## src/rtl/clock_frame_replacement_top_assert.svh

```systemverilog
// ---------------------------------------------------------------------------
// Assertion macros for the clock frame replacement block
// Each macro expects signals named clock and reset in the using module.
// ---------------------------------------------------------------------------
`ifndef CLOCK_FRAME_REPLACEMENT_TOP_ASSERT_SVH
`define CLOCK_FRAME_REPLACEMENT_TOP_ASSERT_SVH

// same-cycle implication
`define CFR_ASSERT_IMP(name, ante, cons, msg) \
   name: assert property (@(posedge clock) disable iff (reset) (ante) |-> (cons)) \
      else $error(msg);

// next-cycle implication
`define CFR_ASSERT_NXT(name, ante, cons, msg) \
   name: assert property (@(posedge clock) disable iff (reset) (ante) |=> (cons)) \
      else $error(msg);

`endif

```

## src/rtl/cfr_pkg.sv

```systemverilog
// ---------------------------------------------------------------------------
// cfr_pkg
// Shared constants, codes and control types of the frame replacement block.
// ---------------------------------------------------------------------------
`timescale 1ns / 1ps
`default_nettype none

package cfr_pkg;

   localparam int DEF_NUM_FRAMES = 64;
   localparam int DEF_PAGE_BITS  = 20;

   localparam int KIND_W   = 3;
   localparam int PAGE_W   = 20;
   localparam int SLOT_W   = 6;
   localparam int STATUS_W = 2;

   localparam logic [KIND_W-1:0] KIND_ALLOC   = 3'd0;
   localparam logic [KIND_W-1:0] KIND_TOUCH   = 3'd1;
   localparam logic [KIND_W-1:0] KIND_PIN     = 3'd2;
   localparam logic [KIND_W-1:0] KIND_UNPIN   = 3'd3;
   localparam logic [KIND_W-1:0] KIND_RELEASE = 3'd4;

   localparam logic [STATUS_W-1:0] STATUS_DONE     = 2'd0;
   localparam logic [STATUS_W-1:0] STATUS_NO_FRAME = 2'd1;
   localparam logic [STATUS_W-1:0] STATUS_BAD_SLOT = 2'd2;

   typedef struct packed {
      logic valid;
      logic referenced;
      logic pinned;
   } flags_type;

   // controller -> datapath
   typedef struct packed {
      logic clear;           // reset sweep, one entry per cycle
      logic capture;         // latch request beat
      logic scan_init_free;
      logic scan_init_hand;
      logic scan_free;       // lowest free slot search, places on hit
      logic scan_hand;       // clock sweep, evicts on hit
      logic mark_oob;
      logic slot_read;
      logic slot_apply;
      logic load_out;
   } cmd_type;

   // datapath -> controller
   typedef struct packed {
      logic [KIND_W-1:0] kind;
      logic              clear_last;
      logic              full;
      logic              slot_oob;
      logic              found;
      logic              fail;
      logic              out_free;
   } stat_type;

endpackage

`default_nettype wire

```

## src/rtl/cfr_req_if.sv

```systemverilog
// ---------------------------------------------------------------------------
// cfr_req_if
// Request channel: valid/ready handshake with the request payload.
// ---------------------------------------------------------------------------
`timescale 1ns / 1ps
`default_nettype none

interface cfr_req_if;
   logic                         valid;
   logic                         ready;
   logic [cfr_pkg::KIND_W-1:0]   kind;
   logic [cfr_pkg::PAGE_W-1:0]   page_number;
   logic [cfr_pkg::SLOT_W-1:0]   slot;

   modport source (output valid, output kind, output page_number, output slot,
                   input ready);
   modport sink   (input valid, input kind, input page_number, input slot,
                   output ready);
endinterface

`default_nettype wire

```

## src/rtl/cfr_rsp_if.sv

```systemverilog
// ---------------------------------------------------------------------------
// cfr_rsp_if
// Response channel: valid/ready handshake with the result payload.
// ---------------------------------------------------------------------------
`timescale 1ns / 1ps
`default_nettype none

interface cfr_rsp_if;
   logic                          valid;
   logic                          ready;
   logic [cfr_pkg::STATUS_W-1:0]  status;
   logic [cfr_pkg::SLOT_W-1:0]    granted_slot;
   logic                          evicted;
   logic [cfr_pkg::PAGE_W-1:0]    evicted_page;

   modport source (output valid, output status, output granted_slot, output evicted,
                   output evicted_page, input ready);
   modport sink   (input valid, input status, input granted_slot, input evicted,
                   input evicted_page, output ready);
endinterface

`default_nettype wire

```

## src/rtl/cfr_ram.sv

```systemverilog
// ---------------------------------------------------------------------------
// cfr_ram
// Generic single-write, single-read RAM with registered read data.
// ---------------------------------------------------------------------------
`timescale 1ns / 1ps
`default_nettype none

module cfr_ram #(
   parameter int WIDTH = 8,
   parameter int DEPTH = 64
) (
   input  wire logic                     clock,
   input  wire logic                     wr_en,
   input  wire logic [$clog2(DEPTH)-1:0] wr_addr,
   input  wire logic [WIDTH-1:0]         wr_data,
   input  wire logic [$clog2(DEPTH)-1:0] rd_addr,
   output logic      [WIDTH-1:0]         rd_data
);

   logic [WIDTH-1:0] mem_ff [DEPTH];

   always_ff @(posedge clock) begin
      if (wr_en) begin
         mem_ff[wr_addr] <= wr_data;
      end
      rd_data <= mem_ff[rd_addr];
   end

endmodule

`default_nettype wire

```

## src/rtl/cfr_ctrl.sv

```systemverilog
// ---------------------------------------------------------------------------
// cfr_ctrl
// Sequencer: reset sweep, request decode, slot scans and response hand-off.
// ---------------------------------------------------------------------------
`timescale 1ns / 1ps
`default_nettype none

module cfr_ctrl (
   input  wire logic               clock,
   input  wire logic               reset,
   input  wire logic               req_valid,
   output logic                    req_ready,
   input  wire cfr_pkg::stat_type  st,
   output cfr_pkg::cmd_type        cmd
);

   typedef enum logic [2:0] {
      ST_CLEAR,
      ST_IDLE,
      ST_DECODE,
      ST_SCAN_FREE,
      ST_SCAN_HAND,
      ST_SLOT_APPLY,
      ST_RESPOND
   } state_type;

   state_type state_ff, state_in;
   logic      ready_ff;

   always_comb begin
      state_in = state_ff;
      cmd      = '0;
      case (state_ff)
         ST_CLEAR: begin
            cmd.clear = 1'b1;
            if (st.clear_last) begin
               state_in = ST_IDLE;
            end
         end
         ST_IDLE: begin
            if (req_valid && ready_ff) begin
               cmd.capture = 1'b1;
               state_in    = ST_DECODE;
            end
         end
         ST_DECODE: begin
            case (st.kind)
               cfr_pkg::KIND_ALLOC: begin
                  if (st.full) begin
                     cmd.scan_init_hand = 1'b1;
                     state_in           = ST_SCAN_HAND;
                  end else begin
                     cmd.scan_init_free = 1'b1;
                     state_in           = ST_SCAN_FREE;
                  end
               end
               cfr_pkg::KIND_TOUCH, cfr_pkg::KIND_PIN,
               cfr_pkg::KIND_UNPIN, cfr_pkg::KIND_RELEASE: begin
                  if (st.slot_oob) begin
                     cmd.mark_oob = 1'b1;
                     state_in     = ST_RESPOND;
                  end else begin
                     cmd.slot_read = 1'b1;
                     state_in      = ST_SLOT_APPLY;
                  end
               end
               default: begin
                  state_in = ST_RESPOND;
               end
            endcase
         end
         ST_SCAN_FREE: begin
            cmd.scan_free = 1'b1;
            if (st.found) begin
               state_in = ST_RESPOND;
            end
         end
         ST_SCAN_HAND: begin
            cmd.scan_hand = 1'b1;
            if (st.found || st.fail) begin
               state_in = ST_RESPOND;
            end
         end
         ST_SLOT_APPLY: begin
            cmd.slot_apply = 1'b1;
            state_in       = ST_RESPOND;
         end
         ST_RESPOND: begin
            if (st.out_free) begin
               cmd.load_out = 1'b1;
               state_in     = ST_IDLE;
            end
         end
         default: begin
            state_in = ST_IDLE;
         end
      endcase
   end

   always_ff @(posedge clock) begin
      if (reset) begin
         state_ff <= ST_CLEAR;
         ready_ff <= 1'b0;
      end else begin
         state_ff <= state_in;
         ready_ff <= (state_in == ST_IDLE) && !cmd.capture;
      end
   end

   assign req_ready = ready_ff;

endmodule

`default_nettype wire

```

## src/rtl/cfr_dp.sv

```systemverilog
// ---------------------------------------------------------------------------
// cfr_dp
// Frame table datapath: flag and page RAMs, scan pointer, clock hand,
// resident count and the response register.
// ---------------------------------------------------------------------------
`timescale 1ns / 1ps
`default_nettype none
`include "clock_frame_replacement_top_assert.svh"

module cfr_dp #(
   parameter int NUM_FRAMES = cfr_pkg::DEF_NUM_FRAMES,
   parameter int PAGE_BITS  = cfr_pkg::DEF_PAGE_BITS
) (
   input  wire logic                            clock,
   input  wire logic                            reset,
   input  wire cfr_pkg::cmd_type                cmd,
   output cfr_pkg::stat_type                    st,
   input  wire logic [cfr_pkg::KIND_W-1:0]      req_kind,
   input  wire logic [cfr_pkg::PAGE_W-1:0]      req_page_number,
   input  wire logic [cfr_pkg::SLOT_W-1:0]      req_slot,
   input  wire logic                            rsp_ready,
   output logic                                 rsp_valid,
   output logic      [cfr_pkg::STATUS_W-1:0]    rsp_status,
   output logic      [cfr_pkg::SLOT_W-1:0]      rsp_granted_slot,
   output logic                                 rsp_evicted,
   output logic      [cfr_pkg::PAGE_W-1:0]      rsp_evicted_page
);

   localparam int AW = $clog2(NUM_FRAMES);
   localparam int CW = $clog2(NUM_FRAMES + 1);
   localparam int SW = $clog2(2 * NUM_FRAMES);
   localparam int PW = (PAGE_BITS < cfr_pkg::PAGE_W) ? PAGE_BITS : cfr_pkg::PAGE_W;
   localparam int FW = $bits(cfr_pkg::flags_type);

   localparam logic [AW-1:0] LAST_IDX  = AW'(NUM_FRAMES - 1);
   localparam logic [SW-1:0] LAST_STEP = SW'(2 * NUM_FRAMES - 1);
   localparam logic [CW-1:0] FULL_CNT  = CW'(NUM_FRAMES);

   // request latch
   logic [cfr_pkg::KIND_W-1:0]   kind_ff;
   logic [PW-1:0]                page_ff;
   logic [cfr_pkg::SLOT_W-1:0]   slot_ff;

   // scan and table state
   logic [AW-1:0] idx_ff, eval_ff, hand_ff;
   logic          pend_ff;
   logic [SW-1:0] steps_ff;
   logic [CW-1:0] count_ff;

   // result under construction
   logic [cfr_pkg::STATUS_W-1:0] res_status_ff;
   logic [cfr_pkg::SLOT_W-1:0]   res_granted_ff;
   logic                         res_evicted_ff;
   logic [cfr_pkg::PAGE_W-1:0]   res_evpage_ff;

   logic                         rsp_valid_ff;
   logic [cfr_pkg::STATUS_W-1:0] rsp_status_ff;
   logic [cfr_pkg::SLOT_W-1:0]   rsp_granted_ff;
   logic                         rsp_evicted_ff;
   logic [cfr_pkg::PAGE_W-1:0]   rsp_evpage_ff;

   logic [AW-1:0]       slot_addr, idx_inc, eval_inc, rd_addr, wr_addr;
   logic [FW-1:0]       flags_rd_raw;
   cfr_pkg::flags_type  flags_rd, wr_flags;
   logic [PW-1:0]       page_rd;
   logic                flags_wr, page_wr;
   logic                free_hit, victim, sweep_fail;

   assign slot_addr = AW'(slot_ff);
   assign idx_inc   = (idx_ff == LAST_IDX) ? '0 : idx_ff + AW'(1);
   assign eval_inc  = (eval_ff == LAST_IDX) ? '0 : eval_ff + AW'(1);
   assign rd_addr   = cmd.slot_read ? slot_addr : idx_ff;
   assign flags_rd  = cfr_pkg::flags_type'(flags_rd_raw);

   assign free_hit   = cmd.scan_free && pend_ff && !flags_rd.valid;
   assign victim     = cmd.scan_hand && pend_ff && !flags_rd.pinned && !flags_rd.referenced;
   assign sweep_fail = cmd.scan_hand && pend_ff && !victim && (steps_ff == LAST_STEP);

   always_comb begin
      flags_wr = 1'b0;
      page_wr  = 1'b0;
      wr_addr  = eval_ff;
      wr_flags = '0;
      if (cmd.clear) begin
         flags_wr = 1'b1;
         wr_addr  = idx_ff;
      end else if (free_hit || victim) begin
         flags_wr            = 1'b1;
         page_wr             = 1'b1;
         wr_flags.valid      = 1'b1;
         wr_flags.referenced = 1'b1;
      end else if (cmd.scan_hand && pend_ff && !flags_rd.pinned) begin
         // second chance: drop the accessed mark and move on
         flags_wr       = 1'b1;
         wr_flags.valid = flags_rd.valid;
      end else if (cmd.slot_apply && flags_rd.valid) begin
         flags_wr = 1'b1;
         wr_addr  = slot_addr;
         wr_flags = flags_rd;
         case (kind_ff)
            cfr_pkg::KIND_TOUCH:   wr_flags.referenced = 1'b1;
            cfr_pkg::KIND_PIN:     wr_flags.pinned     = 1'b1;
            cfr_pkg::KIND_UNPIN:   wr_flags.pinned     = 1'b0;
            cfr_pkg::KIND_RELEASE: wr_flags            = '0;
            default:               wr_flags            = flags_rd;
         endcase
      end
   end

   cfr_ram #(.WIDTH(FW), .DEPTH(NUM_FRAMES)) u_flags_ram (
      .clock   (clock),
      .wr_en   (flags_wr),
      .wr_addr (wr_addr),
      .wr_data (FW'(wr_flags)),
      .rd_addr (rd_addr),
      .rd_data (flags_rd_raw)
   );

   cfr_ram #(.WIDTH(PW), .DEPTH(NUM_FRAMES)) u_page_ram (
      .clock   (clock),
      .wr_en   (page_wr),
      .wr_addr (eval_ff),
      .wr_data (page_ff),
      .rd_addr (rd_addr),
      .rd_data (page_rd)
   );

   // payload registers
   always_ff @(posedge clock) begin
      if (cmd.capture) begin
         kind_ff        <= req_kind;
         page_ff        <= PW'(req_page_number);
         slot_ff        <= req_slot;
         res_status_ff  <= cfr_pkg::STATUS_DONE;
         res_granted_ff <= '0;
         res_evicted_ff <= 1'b0;
         res_evpage_ff  <= '0;
      end
      if (cmd.mark_oob) begin
         res_status_ff <= cfr_pkg::STATUS_BAD_SLOT;
      end
      if (cmd.slot_apply && !flags_rd.valid) begin
         res_status_ff <= cfr_pkg::STATUS_BAD_SLOT;
      end
      if (free_hit || victim) begin
         res_granted_ff <= cfr_pkg::SLOT_W'(eval_ff);
      end
      if (victim) begin
         res_evicted_ff <= 1'b1;
         res_evpage_ff  <= cfr_pkg::PAGE_W'(page_rd);
      end
      if (sweep_fail) begin
         res_status_ff <= cfr_pkg::STATUS_NO_FRAME;
      end
      if (cmd.load_out) begin
         rsp_status_ff  <= res_status_ff;
         rsp_granted_ff <= res_granted_ff;
         rsp_evicted_ff <= res_evicted_ff;
         rsp_evpage_ff  <= res_evpage_ff;
      end
      if (cmd.scan_init_free || cmd.scan_init_hand) begin
         eval_ff <= '0;
      end else if (cmd.scan_free || cmd.scan_hand) begin
         eval_ff <= idx_ff;
      end
      if (cmd.scan_init_hand) begin
         steps_ff <= '0;
      end else if (cmd.scan_hand && pend_ff) begin
         steps_ff <= steps_ff + SW'(1);
      end
   end

   // control registers
   always_ff @(posedge clock) begin
      if (reset) begin
         idx_ff       <= '0;
         pend_ff      <= 1'b0;
         hand_ff      <= '0;
         count_ff     <= '0;
         rsp_valid_ff <= 1'b0;
      end else begin
         if (cmd.scan_init_free) begin
            idx_ff  <= '0;
            pend_ff <= 1'b0;
         end else if (cmd.scan_init_hand) begin
            idx_ff  <= hand_ff;
            pend_ff <= 1'b0;
         end else if (cmd.clear || cmd.scan_free || cmd.scan_hand) begin
            idx_ff  <= idx_inc;
            pend_ff <= cmd.scan_free || cmd.scan_hand;
         end
         if (free_hit) begin
            count_ff <= count_ff + CW'(1);
         end else if (cmd.slot_apply && flags_rd.valid && kind_ff == cfr_pkg::KIND_RELEASE) begin
            count_ff <= count_ff - CW'(1);
         end
         if (victim) begin
            hand_ff <= eval_inc;
         end
         if (cmd.load_out) begin
            rsp_valid_ff <= 1'b1;
         end else if (rsp_ready) begin
            rsp_valid_ff <= 1'b0;
         end
      end
   end

   always_comb begin
      st            = '0;
      st.kind       = kind_ff;
      st.clear_last = (idx_ff == LAST_IDX);
      st.full       = (count_ff == FULL_CNT);
      st.slot_oob   = (int'(slot_ff) >= NUM_FRAMES);
      st.found      = free_hit || victim;
      st.fail       = sweep_fail;
      st.out_free   = !rsp_valid_ff || rsp_ready;
   end

   assign rsp_valid        = rsp_valid_ff;
   assign rsp_status       = rsp_status_ff;
   assign rsp_granted_slot = rsp_granted_ff;
   assign rsp_evicted      = rsp_evicted_ff;
   assign rsp_evicted_page = rsp_evpage_ff;

   `CFR_ASSERT_IMP(a_load_needs_room, cmd.load_out, !rsp_valid_ff || rsp_ready, "response overwritten")
   `CFR_ASSERT_NXT(a_hand_holds, cmd.scan_hand && !victim, $stable(hand_ff), "hand moved without eviction")
   `CFR_ASSERT_IMP(a_count_bound, 1'b1, count_ff <= FULL_CNT, "resident count above frame count")
   `CFR_ASSERT_NXT(a_release_count, cmd.slot_apply && flags_rd.valid && kind_ff == cfr_pkg::KIND_RELEASE, count_ff == $past(count_ff) - CW'(1), "release did not drop count")
   `CFR_ASSERT_IMP(a_free_scan_not_full, cmd.scan_free, count_ff != FULL_CNT, "free scan on a full table")

endmodule

`default_nettype wire

```

## src/rtl/clock_frame_replacement_top.sv

```systemverilog
// ---------------------------------------------------------------------------
// clock_frame_replacement_top
// Clock (second-chance) physical frame table with allocate, touch, pin,
// unpin and release requests.
//   req_ch carries one request beat (kind, page_number, slot); rsp_ch returns
//   exactly one result beat (status, granted_slot, evicted, evicted_page) per
//   request, in order. One request is in flight at a time; req_ch.ready rises
//   again once the result has been moved to the output register.
//   Allocate with a free frame scans from slot 0 to the lowest free slot;
//   allocate on a full table sweeps the clock hand, visiting at most
//   2*NUM_FRAMES frames when everything is pinned.
//   The flag RAM has one read port, so each scan visits one frame per cycle.
//   After reset the flag RAM is swept clear with req_ch.ready low. Page
//   storage is not cleared.
//   If rsp_ch stalls, the finished result waits in its register while the
//   next request is decoded and processed; that request's result waits in
//   the block until the output register frees.
// ---------------------------------------------------------------------------
`timescale 1ns / 1ps
`default_nettype none

module clock_frame_replacement_top #(
   parameter int NUM_FRAMES = cfr_pkg::DEF_NUM_FRAMES,
   parameter int PAGE_BITS  = cfr_pkg::DEF_PAGE_BITS
) (
   input wire logic    clock,
   input wire logic    reset,
   cfr_req_if.sink     req_ch,
   cfr_rsp_if.source   rsp_ch
);

   cfr_pkg::cmd_type  cmd;
   cfr_pkg::stat_type st;

   cfr_ctrl u_ctrl (
      .clock     (clock),
      .reset     (reset),
      .req_valid (req_ch.valid),
      .req_ready (req_ch.ready),
      .st        (st),
      .cmd       (cmd)
   );

   cfr_dp #(
      .NUM_FRAMES (NUM_FRAMES),
      .PAGE_BITS  (PAGE_BITS)
   ) u_dp (
      .clock            (clock),
      .reset            (reset),
      .cmd              (cmd),
      .st               (st),
      .req_kind         (req_ch.kind),
      .req_page_number  (req_ch.page_number),
      .req_slot         (req_ch.slot),
      .rsp_ready        (rsp_ch.ready),
      .rsp_valid        (rsp_ch.valid),
      .rsp_status       (rsp_ch.status),
      .rsp_granted_slot (rsp_ch.granted_slot),
      .rsp_evicted      (rsp_ch.evicted),
      .rsp_evicted_page (rsp_ch.evicted_page)
   );

endmodule

`default_nettype wire
```

## src/flat_wrapper.sv

```systemverilog
// flat-port wrapper written by rule: the top's interface ports become plain ports
module clock_frame_replacement_top_flat 
#(
   parameter int NUM_FRAMES = cfr_pkg::DEF_NUM_FRAMES,
   parameter int PAGE_BITS  = cfr_pkg::DEF_PAGE_BITS
)
  (clock, reset, req_ch_valid, req_ch_kind, req_ch_page_number, req_ch_slot, req_ch_ready, rsp_ch_valid, rsp_ch_status, rsp_ch_granted_slot, rsp_ch_evicted, rsp_ch_evicted_page, rsp_ch_ready);
  cfr_req_if req_ch_i ();
  cfr_rsp_if rsp_ch_i ();
  input wire logic clock;
  input wire logic reset;
  input wire logic [$bits(req_ch_i.valid)-1:0] req_ch_valid;
  input wire logic [$bits(req_ch_i.kind)-1:0] req_ch_kind;
  input wire logic [$bits(req_ch_i.page_number)-1:0] req_ch_page_number;
  input wire logic [$bits(req_ch_i.slot)-1:0] req_ch_slot;
  output wire logic [$bits(req_ch_i.ready)-1:0] req_ch_ready;
  output wire logic [$bits(rsp_ch_i.valid)-1:0] rsp_ch_valid;
  output wire logic [$bits(rsp_ch_i.status)-1:0] rsp_ch_status;
  output wire logic [$bits(rsp_ch_i.granted_slot)-1:0] rsp_ch_granted_slot;
  output wire logic [$bits(rsp_ch_i.evicted)-1:0] rsp_ch_evicted;
  output wire logic [$bits(rsp_ch_i.evicted_page)-1:0] rsp_ch_evicted_page;
  input wire logic [$bits(rsp_ch_i.ready)-1:0] rsp_ch_ready;
  assign req_ch_i.valid = req_ch_valid;
  assign req_ch_i.kind = req_ch_kind;
  assign req_ch_i.page_number = req_ch_page_number;
  assign req_ch_i.slot = req_ch_slot;
  assign req_ch_ready = req_ch_i.ready;
  assign rsp_ch_valid = rsp_ch_i.valid;
  assign rsp_ch_status = rsp_ch_i.status;
  assign rsp_ch_granted_slot = rsp_ch_i.granted_slot;
  assign rsp_ch_evicted = rsp_ch_i.evicted;
  assign rsp_ch_evicted_page = rsp_ch_i.evicted_page;
  assign rsp_ch_i.ready = rsp_ch_ready;
  clock_frame_replacement_top #(.NUM_FRAMES(NUM_FRAMES), .PAGE_BITS(PAGE_BITS)) u_core (.clock(clock), .reset(reset), .req_ch(req_ch_i), .rsp_ch(rsp_ch_i));
endmodule
```

## config.mk

```make
export PLATFORM = sky130hd
export DESIGN_NAME = clock_frame_replacement_top_flat
export DESIGN_NICKNAME = d
export VERILOG_FILES = /design/src/rtl/cfr_pkg.sv /design/src/rtl/cfr_req_if.sv /design/src/rtl/cfr_rsp_if.sv /design/src/rtl/cfr_ram.sv /design/src/rtl/cfr_ctrl.sv /design/src/rtl/cfr_dp.sv /design/src/rtl/clock_frame_replacement_top.sv /design/src/flat_wrapper.sv
export VERILOG_INCLUDE_DIRS = /design/src /design/src/rtl
export SDC_FILE = /design/constraint.sdc
export NUM_CORES = 2
export LEC_CHECK = 0
export ABC_AREA = 1
export BUFFER_PORTS_ARGS = -buffer_cell sky130_fd_sc_hd__buf_2
export CELL_PAD_IN_SITES_DETAIL_PLACEMENT = 1
export CELL_PAD_IN_SITES_GLOBAL_PLACEMENT = 1
export CORE_MARGIN = 5
export CORE_UTILIZATION = 40
export DETAILED_ROUTE_END_ITERATION = 8
export PLACE_DENSITY_LB_ADDON = 0.1
export SYNTH_ARGS = -nofsm -noshare
export SYNTH_HDL_FRONTEND = slang
export SYNTH_SLANG_ARGS = --single-unit
```

## constraint.sdc

```tcl
create_clock -name clock -period 10 [get_ports clock]
set_input_delay 0.5 -clock clock [delete_from_list [all_inputs] [get_ports clock]]
set_output_delay 0.5 -clock clock [all_outputs]
set_load 0.05 [all_outputs]
```

==> results.py <==
metrics = {
    "run_status": {
        "outcome": "complete, no violations",
    },
    "floorplanning": {
        "std_cell_rows": 153,
        "core_area_mm2": 0.174,
        "die_h_um": 428,
        "io_pins": 64,
        "dieArea_mm2": 0.184,
        "initial_utilization_pct": 40.3,
        "chipWidth_um": 428,
    },
    "detailed_routing": {
        "detail_route.wirelength_um": 226000,
        "detail_route.first_pass.iterations": 5,
        "dr_total_vias": 48451,
        "drt_drc_violations_left": 0,
        "drt-initial-drc-count": 4070,
        "antenna_violating_nets_post_route": 0,
        "routed_length_per_instance_um": 24.4,
        "drt-vias-per-instance": 5.23,
    },
    "timing": {
        "achievable-frequency_mhz": 194,
        "slew-limit-headroom_pct": 16.7,
        "timing_max_transition_violations_final": 0,
        "worst_clock_skew_ps": 30.8,
        "final_min_period_over_clock_period_pct": 51.5,
        "hold_viol_final": 0,
        "finalWorstPathRequiredPeriod_ps": 5150,
        "finalSetupViolCount": 0,
        "worst_pin_slew_ps": 1250,
        "setup_repair_after_global_routing_missed_its_margin": "false",
        "tns_ps": 0,
        "hold_ws_ps": 93.4,
    },
    "grt": {
        "globalRoute.totalOverflow": 0,
        "grt_usage_pct": 24.1,
        "first_global_vias": 49702,
        "grt_max_degree": 166,
        "grt_antenna_before_repair": 18,
        "global_route_wire_length_before_repair_um": 330000,
    },
    "synthesis": {
        "post_synth_main_area_contributors": "edfxtp_1 67%, nand3_1 10%, nand2_1 8.0%, inv_1 7.3%, dfxtp_1 1.8%",
        "post-synth-top-area-cell": "edfxtp_1",
        "synthCells": 6737,
        "post-synth-top-count-cell": "edfxtp_1",
        "async_reset_ff_share_pct": 0,
        "yosys.cell_types.count": 37,
        "seq_area_frac_synth_pct": 68.5,
        "synthesis.area_per_instance_um2": 10.4,
        "number_of_nets_in_the_synthesized_netlist": 6779,
        "synth_common_cells": "1556 x edfxtp_1, 1499 x nand2_1, 1465 x nand3_1",
        "synth_edf_count": 1556,
        "dominant_synthesized_flop_cell": "edfxtp_1",
        "netlist_area_mm2": 0.0700,
        "synth-seq-cells": 1620,
        "yosysWarnings": 0,
        "yosys.area.top_type_share_pct": 66.7,
    },
    "cts": {
        "clock_latency_at_the_later_pin_of_the_worst_skew_pair_ps": 820,
        "tritoncts": "yes",
        "path_clk_slew_ps": 60,
        "post_cts_buffers": 0,
        "tritoncts_num_sinks": 1620,
        "clockBufferDepth": 3,
        "cts-hold-fix-buffers": 30,
        "cts_buffers": 180,
        "cts_resized": 0,
        "root_buffer": "clkbuf_16",
        "h-tree-depth": 4,
    },
    "place": {
        "routabilityCongestion": 0.776,
        "place_inst": 8903,
        "place_hpwl_um": 122000,
        "io_buffer_count": 63,
        "placedInstanceArea_mm2": 0.0732,
    },
    "job": {
        "max_cap_violations": 0,
    },
    "finish": {
        "regArea_mm2": 0.0480,
        "final.fill_count": 18924,
        "final_cell_count_no_fill": 9270,
        "syn2layout_area_growth_pct": 13.4,
        "multiInputGateArea_mm2": 0.0158,
        "postLayoutCellArea_mm2": 0.0794,
        "final_layout_size_suffix_gt1_share_pct": 7.55,
        "layout.core_utilization_pct": 45.7,
        "nNetsFinal": 6832,
    },
    "setup_path": {
        "arrival_ps": 5890,
        "timing.critical_path.to_type": "flop",
        "crit_fanout": 128,
        "critical_path_class": "reg2reg",
        "worst_setup_path_start_kind": "flop",
        "critPathRequiredTime_ps": 10740,
    },
    "power": {
        "power_density_mw_per_mm2": 190,
        "leakage_nw": 32.7,
        "irDropWorstVdd_mv": 0.185,
    },
    "worst_hold_path": {
        "holdCritPathClass": "in2reg",
    },
}
where the power goes:
group	total (mW)	switching, mW	internal (mW)	leakage [nW]
registers	7.41	0.0559	7.36	14.6
clock network	6.68	2.76	3.92	2.88
logic	1.02	0.756	0.268	15.2
critical path: stages, from the launching register on:
cell	delay (ps)
edfxtp_1	440
o21ai_1	340
nand3_2	450
nand2_1	290
inv_1	100
nor2_4	600
buf_4	820
buf_12	550
nand3_1	190
nand3_1	110
nand3_1	140
nand3_1	150
nand3_1	360
nand2_1	190
cell usage in the layout, fill, tap and decap left out, types with 4 or more instances in the layout:
| cell | count |
|---|---|
| edfxtp_1 | 1556 |
| nand2_1 | 1495 |
| nand3_1 | 1465 |
| inv_1 | 1353 |
| clkbuf_16 | 185 |
| nor2_1 | 125 |
| nand3b_1 | 114 |
| buf_4 | 111 |
| dfxtp_1 | 64 |
| buf_2 | 63 |
| clkbuf_1 | 45 |
| clkinv_1 | 43 |
| nor2_2 | 42 |
| a21oi_1 | 38 |
| o21ai_0 | 35 |
| dlygate4sd3_1 | 30 |
| nor2_4 | 24 |
| clkinv_2 | 20 |
| bufinv_16 | 17 |
| nor3_1 | 15 |
| clkbuf_8 | 13 |
| buf_12 | 10 |
| o211ai_1 | 8 |
| ha_1 | 8 |
| inv_6 | 7 |
| o21ai_4 | 5 |
| nand4_1 | 4 |
| xor2_1 | 4 |
state kept, by name, summed over array words and instances, names as in the netlist, 6 cells and up:
name                            count
u_core.u_dp.count_ff                7
u_core.u_dp.eval_ff                 6
u_core.u_dp.hand_ff                 6
u_core.u_dp.idx_ff                  6
u_core.u_dp.page_ff                20
u_core.u_dp.res_evpage_ff          20
u_core.u_dp.res_granted_ff          6
u_core.u_dp.rsp_evicted_page       20
u_core.u_dp.rsp_granted_slot        6
u_core.u_dp.slot_addr               6
u_core.u_dp.steps_ff                7
u_core.u_dp.u_flags_ram.mem_ff    192
u_core.u_dp.u_page_ram.mem_ff    1280
u_core.u_dp.u_page_ram.rd_data     20
per-layer routing:
layer	GRT usage, %	vias up	share of wire, %
met5	0	-	0.023
met4	7.01	8	2.8
met3	4.42	308	6.7
met2	39.3	1357	47
met1	33.3	24608	44
li1	-	22170	-
worst paths after layout:
| path | to | start | cells after the start | slack [ps] |
|---|---|---|---|---|
| setup / recovery | u_core.u_dp.u_page_ram.rd_data[18] | u_core.u_dp.kind_ff[1] | 13 | 4850 |
| hold / removal | u_core.u_dp.rsp_valid | rsp_ch_ready | 3 | 90 |
| setup reg to reg | u_core.u_dp.u_page_ram.rd_data[18] | u_core.u_dp.kind_ff[1] | 13 | 4850 |
| hold reg to reg | u_core.u_dp.rsp_granted_slot[2] | u_core.u_dp.res_granted_ff[2] | 0 | 420 |
through the flow:
step | setup slack, ps | power, mW
after floorplan | 5580 | 8.16
after global placement | 4940 | 8.57
after detailed placement | 4870 | 8.57
after CTS | 4890 | 15.3
after global routing | 4600 | 15.6
final | 4850 | 15.1
logic make-up (layout without fill, tap and decap cells):
| family | after synthesis | count (layout) | share of synthesized area [%] |
|---|---|---|---|
| other cells | 0 | 2 | 0 |
| fa+ha+maj | 9 | 9 | 0.171 |
| flops | 1620 | 1620 | 68.5 |
| xor+xnor | 7 | 7 | 0.0875 |
| simple gates | 3297 | 3297 | 21.0 |
| compound gates | 100 | 100 | 0.786 |
| buf+inv | 1704 | 1910 | 9.41 |
final cells by class:
type                    count  area share (%)
inverters                1361            6.45
clock buffers             243            6.27
repair buffers            214            2.08
diodes                      2         0.00630
flip-flops and latches   1620            60.4
multi-input cells        3413            19.9
clock inverters            92            1.17
well taps                2325            3.66
Note: power is estimated with default switching activity, not from simulation.
